File: config.mk
export PLATFORM = sky130hd
export DESIGN_NAME = aeo_parser
export DESIGN_NICKNAME = d
export VERILOG_FILES = /design/src/aeo_pkg.sv /design/src/aeo_parser.sv
export SDC_FILE = /design/constraint.sdc
export NUM_CORES = 1
export LEC_CHECK = 0
export BUFFER_PORTS_ARGS = -buffer_cell sky130_fd_sc_hd__buf_2
export CAP_MARGIN = 20
export CORE_UTILIZATION = 45
export CTS_BUF_LIST = sky130_fd_sc_hd__clkbuf_2 sky130_fd_sc_hd__clkbuf_4 sky130_fd_sc_hd__clkbuf_8
export DETAILED_ROUTE_END_ITERATION = 16
export HOLD_SLACK_MARGIN = 0.03
export PLACE_DENSITY = 0.7
export SLEW_MARGIN = 20
export SYNTH_ARGS = -nofsm -noshare
export SYNTH_HDL_FRONTEND = slang
export SYNTH_SLANG_ARGS = --single-unit
File: constraint.sdc
create_clock -name clk -period 18.22 [get_ports clk]
set_input_delay 1.822 -clock clk [delete_from_list [all_inputs] [get_ports clk]]
set_output_delay 1.822 -clock clk [all_outputs]
set_load 0.005 [all_outputs]
File: src/aeo_pkg.sv
`timescale 1ns / 1ps

package aeo_pkg;

  localparam int BYTE_W    = 8;
  localparam int COUNT_W   = 32;
  localparam int DELTA_W   = COUNT_W + 1;
  localparam int SCALE_W   = 24;
  localparam int RESULT_W  = 58;
  localparam int CFG_IDX_W = 1;

  localparam logic [BYTE_W-1:0] CHAR_MINUS   = 8'h2D;
  localparam logic [BYTE_W-1:0] CHAR_NEWLINE = 8'h0A;
  localparam logic [BYTE_W-1:0] CHAR_SPACE   = 8'h20;
  localparam logic [BYTE_W-1:0] CHAR_ZERO    = 8'h30;
  localparam logic [BYTE_W-1:0] CHAR_NINE    = 8'h39;

  typedef enum logic [CFG_IDX_W-1:0] {
    REG_FORWARD_SCALE = 1'b0,
    REG_TURN_SCALE    = 1'b1
  } cfg_reg_t;

  // One finished read: both wheel deltas combined, or a timeout.
  typedef struct packed {
    logic                      valid;
    logic                      ok;
    logic signed [DELTA_W-1:0] sum;
    logic signed [DELTA_W-1:0] diff;
  } wheel_delta_t;

endpackage

File: src/aeo_parser.sv
`timescale 1ns / 1ps

module aeo_parser (
  input  logic                      clk,
  input  logic                      rst,
  input  logic                      accept,
  input  logic [aeo_pkg::BYTE_W-1:0] rx_byte,
  input  logic                      timed_out,
  output aeo_pkg::wheel_delta_t     delta
);
  import aeo_pkg::*;

  logic [COUNT_W-1:0] number_accum;
  logic               minus_seen;
  logic               second_number;
  logic [COUNT_W-1:0] left_latched;
  logic [COUNT_W-1:0] prev_left;
  logic [COUNT_W-1:0] prev_right;

  logic               is_digit;
  logic               is_minus;
  logic               is_term;
  logic [COUNT_W-1:0] digit;
  logic [COUNT_W-1:0] number_accum_next;
  logic [COUNT_W-1:0] value;
  logic [COUNT_W-1:0] dl;
  logic [COUNT_W-1:0] dr;

  assign is_digit = (rx_byte >= CHAR_ZERO) && (rx_byte <= CHAR_NINE);
  assign is_minus = (rx_byte == CHAR_MINUS);
  assign is_term  = (rx_byte == CHAR_NEWLINE) || (rx_byte == CHAR_SPACE);
  assign digit    = COUNT_W'(rx_byte - CHAR_ZERO);

  // Times ten as two shifts and an add.
  assign number_accum_next = (number_accum << 3) + (number_accum << 1) + digit;

  assign value = minus_seen ? (COUNT_W'(0) - number_accum) : number_accum;
  assign dl    = left_latched - prev_left;
  assign dr    = value - prev_right;

  always_comb begin
    delta.valid = 1'b0;
    delta.ok    = 1'b0;
    delta.sum   = '0;
    delta.diff  = '0;
    if (accept) begin
      if (timed_out) begin
        delta.valid = 1'b1;
      end else if (is_term && second_number) begin
        delta.valid = 1'b1;
        delta.ok    = 1'b1;
        delta.sum   = DELTA_W'(signed'(dl)) + DELTA_W'(signed'(dr));
        delta.diff  = DELTA_W'(signed'(dr)) - DELTA_W'(signed'(dl));
      end
    end
  end

  always_ff @(posedge clk) begin
    if (rst) begin
      number_accum  <= '0;
      minus_seen    <= 1'b0;
      second_number <= 1'b0;
      left_latched  <= '0;
      prev_left     <= '0;
      prev_right    <= '0;
    end else if (accept) begin
      if (timed_out) begin
        number_accum  <= '0;
        minus_seen    <= 1'b0;
        second_number <= 1'b0;
      end else if (is_term) begin
        number_accum <= '0;
        minus_seen   <= 1'b0;
        if (!second_number) begin
          left_latched  <= value;
          second_number <= 1'b1;
        end else begin
          prev_left     <= left_latched;
          prev_right    <= value;
          second_number <= 1'b0;
        end
      end else if (is_minus) begin
        minus_seen <= 1'b1;
      end else if (is_digit) begin
        number_accum <= number_accum_next;
      end
    end
  end

endmodule

==> impl_metrics.json <==
{
  "min-delay-start": "prev_left[3]$_SDFFE_PP0P_",
  "ys_async_sr_fraction_pct": 0,
  "drv_slew": 0,
  "syn2layout_area_growth_pct": 7.20,
  "p_seq_share_pct": 25.6,
  "avgSynthCellArea_sq_um": 7.40,
  "r2r_cells": 13,
  "synth_top_area_share_pct": 18.2,
  "clk_pin_slew_worst_paths_ns": 0.08,
  "path_cells": "mux2i_1 -> inv_1 -> ha_1 -> nor2b_1 -> o2111ai_1 -> nand3b_1 -> and3_1 -> o311ai_0 -> o21a_1 -> o21ai_0 -> a21oi_1 -> o21bai_1 -> xor2_1 -> ha_1 -> and3_1 -> nand2_1 -> nor2_1 -> nand2_1 -> o21ai_0 -> a311o_1 -> a31oi_1 -> xor2_1 -> nor2_1 -> buf_2",
  "p_int_uw": 646,
  "swShare_pct": 43.2,
  "n_fill_cell": 2972,
  "register_area_sq_um": 2600,
  "fin_crit_sh_pct": 48.4,
  "status": "complete, no violations",
  "yosysSeqAreaShare_pct": 18.2,
  "wl_um": 33200,
  "crit_buf_inv": 2,
  "hp-class": "reg -> reg",
  "drive_above_1_share_pct": 7.05,
  "ys_ff_latch": 130,
  "drtPass1Iterations": 5,
  "die-area_sq_um": 32500,
  "min_period_ns": 8.82,
  "cp_data_arrival_time_ns": 6.99,
  "path_class": "reg -> out",
  "final_nets": 2150,
  "final_cell_mix": "234 x nor2_1, 186 x inv_1, 179 x a21oi_1, 161 x ha_1, 149 x nand2_1",
  "grt_pass1_vias": 12300,
  "setup_viol": 0,
  "antenna_found_initial": 0,
  "viasPerCell": 5.52,
  "die_x_um": 180,
  "setup_slack_ns": 9.40,
  "synth_cell_types": 72,
  "crit_required_ns": 16.40,
  "post_cts_buffers": 0,
  "final_hold_viol_count": 0,
  "cp_slowest_cell": "dfxtp_1",
  "finalSetupTns_ns": 0,
  "grt_remaining_overflow": 0,
  "slowest_delay_ns": 1.04,
  "synth-edff-count": 0,
  "initial_core_util_pct": 46.2,
  "multi_input_area_sq_um": 10700,
  "clockBufferDepth": 2,
  "grtUsageTotal_pct": 20.7,
  "vias": 13000,
  "comb_power_share_pct": 52.4,
  "cts_tree": "done",
  "netSwitchingPower_uw": 492,
  "syn_inst": 1931,
  "remaining_drc_errors": 0,
  "p_total_mw": 1.14,
  "cp-end-kind": "output port",
  "grt_max_degree": 80,
  "power_density_nw_per_um2": 74.4,
  "maxCapViolCount": 0,
  "yosys_most_used_dff": "dfxtp_1",
  "relSlewSlack_pct": 27.6,
  "htreeDepth": 4,
  "startpoint_type": "flip-flop",
  "whs_endpoint": "prev_left[3]$_SDFFE_PP0P_",
  "synth_area_sq_um": 14300,
  "place_ws_ns": 9.99,
  "cts_made_buffers": 17,
  "vdd_drop_max_v": 0.0000369,
  "leakage_nw": 7.07,
  "port-buffer-count": 79,
  "ant_nets": 0,
  "syn-num-nets": 2137,
  "dieHeight_um": 180,
  "p_clk_share_pct": 22.0,
  "layout_commonest_cell": "nor2_1",
  "cts-root-buf": "clkbuf_8",
  "synth_area_leaders": "dfxtp_1 18%, ha_1 14%, xnor2_1 6.4%, a21oi_1 6.3%, nor2_1 6.2%",
  "grt_pass1_wl_um": 57400,
  "dr.first_iter.drc_count": 930,
  "hold_path_depth": 2,
  "postCtsHoldBufs": 0,
  "antenna_cells": 0,
  "synth_area_leader_cell": "dfxtp_1",
  "ctsResizeCount": 0,
  "num_rows": 64,
  "core_area_sq_um": 30900,
  "hpwl_um": 26300,
  "ioPinCount": 80,
  "rsz0062_at_grt": "false",
  "routabilityCongestion": 0.940,
  "r2r-start": "number_accum[2]$_SDFFE_PP0P_",
  "fmax_mhz": 113,
  "path_delay_family": "compound AO/OA/AOI/OAI gates",
  "cts.sinks": 130,
  "fin_skew_ns": 0.0102,
  "tightest_slew_ns": 1.08,
  "cp_max_fo": 32,
  "wl_per_cell_um": 14.1,
  "ys_warn_count": 0,
  "fin_util_pct": 49.5,
  "rr_endpoint": "number_accum[31]$_SDFFE_PP0P_",
  "rrSetupSlack_ns": 14.20,
  "clk_latency_ns": 0.45
}
cells in the mapped netlist, types with 8 or more instances:
cell / instances
xnor2_1: 105
o31ai_1: 16
and3_1: 12
a211oi_1: 75
o41ai_1: 8
nor2_1: 235
a21oi_1: 179
nor4_1: 12
o21ai_0: 79
o21a_1: 14
a21boi_0: 9
ha_1: 161
and2_1: 9
a22o_1: 13
fa_1: 33
dfxtp_1: 130
a22oi_1: 14
xor2_1: 63
a21o_1: 81
nand4_1: 16
nand3_1: 25
nand2_1: 150
nor2b_1: 24
clkbuf_1: 86
nor3_1: 33
o21bai_1: 21
mux2i_1: 8
inv_1: 187
a31oi_1: 11
nand2b_1: 22
or3_1: 8
registers in the layout, summed over array words and instances, names as in the netlist:
register       flops
prev_right        32
second_number      1
left_latched      32
number_accum      32
prev_left         32
minus_seen         1
metrics by stage:
step | hold WS, ns | cells | instance area (sq um)
after CTS | 0.457 | 2353 | 15300
after detailed placement | 0.447 | 2321 | 14900
after global routing | 0.476 | 2353 | 15300
after floorplan | 0.436 | 1931 | 14300
after global placement | 0.442 | 2321 | 14900
final | 0.456 | 2353 | 15300
kinds of logic after synthesis:
family                     Yosys count  synth area share, %
xor gates and xnor gates           169                 10.4
buffers and inverters              280                 7.38
AOI/OAI and AO/OA                  573                 26.2
adders and majority gates          194                 18.7
muxes                                8                0.561
DFF                                130                 18.2
and+or+nand+nor                    577                 18.5
worst reg2reg max path: cells and delay by family, from the launching register on:
kind | cells | cell delay, ns
AOI/OAI and AO/OA | 5 | 1.56
adders and majority gates | 2 | 0.88
and+or+nand+nor | 2 | 0.61
DFF | 1 | 0.49
buffers and inverters | 3 | 0.27
xor gates and xnor gates | 1 | 0.11
worst max-delay path by stage:
stage | from | endpoint | slack, ns | cells past startpoint
global placement | minus_seen$_SDFFE_PP0P_ | delta[29] | 10.09 | 20
finish | minus_seen$_SDFFE_PP0P_ | delta[63] | 9.40 | 24
CTS | minus_seen$_SDFFE_PP0P_ | delta[63] | 9.46 | 24
global route | minus_seen$_SDFFE_PP0P_ | delta[63] | 8.72 | 24
detailed placement | minus_seen$_SDFFE_PP0P_ | delta[63] | 9.99 | 24
floorplan | rx_byte[4] | number_accum[31]$_SDFFE_PP0P_ | 11.00 | 13
power by group through the flow:
stage          registers, mW  clock network [mW]  logic [mW]
2_1_floorplan          0.297                   0       0.464
3_3_place_gp           0.298                   0       0.581
3_5_place_dp           0.298                   0       0.584
4_1_cts                0.292               0.256       0.587
5_1_grt                0.292               0.269       0.664
6_report               0.292               0.251       0.596
metal layers:
layer | global-route usage, % | wire length (um) | vias to the layer above
li1 | - | - | 6710
met1 | 28.4 | 16600 | 5886
met2 | 33.9 | 14800 | 320
met3 | 1.82 | 1110 | 62
met4 | 7.49 | 739 | 0
met5 | 0 | 0 | -
area by class of cell:
type	instances	share of cell area, %
clock buffer	19	1.67
clock inverter	13	0.997
inverter	188	4.62
multi-input combinational	1521	69.5
sequential	130	17.0
tap	396	3.24
timing repair buffer	86	2.94
Note: power is estimated with default switching activity, not from simulation.
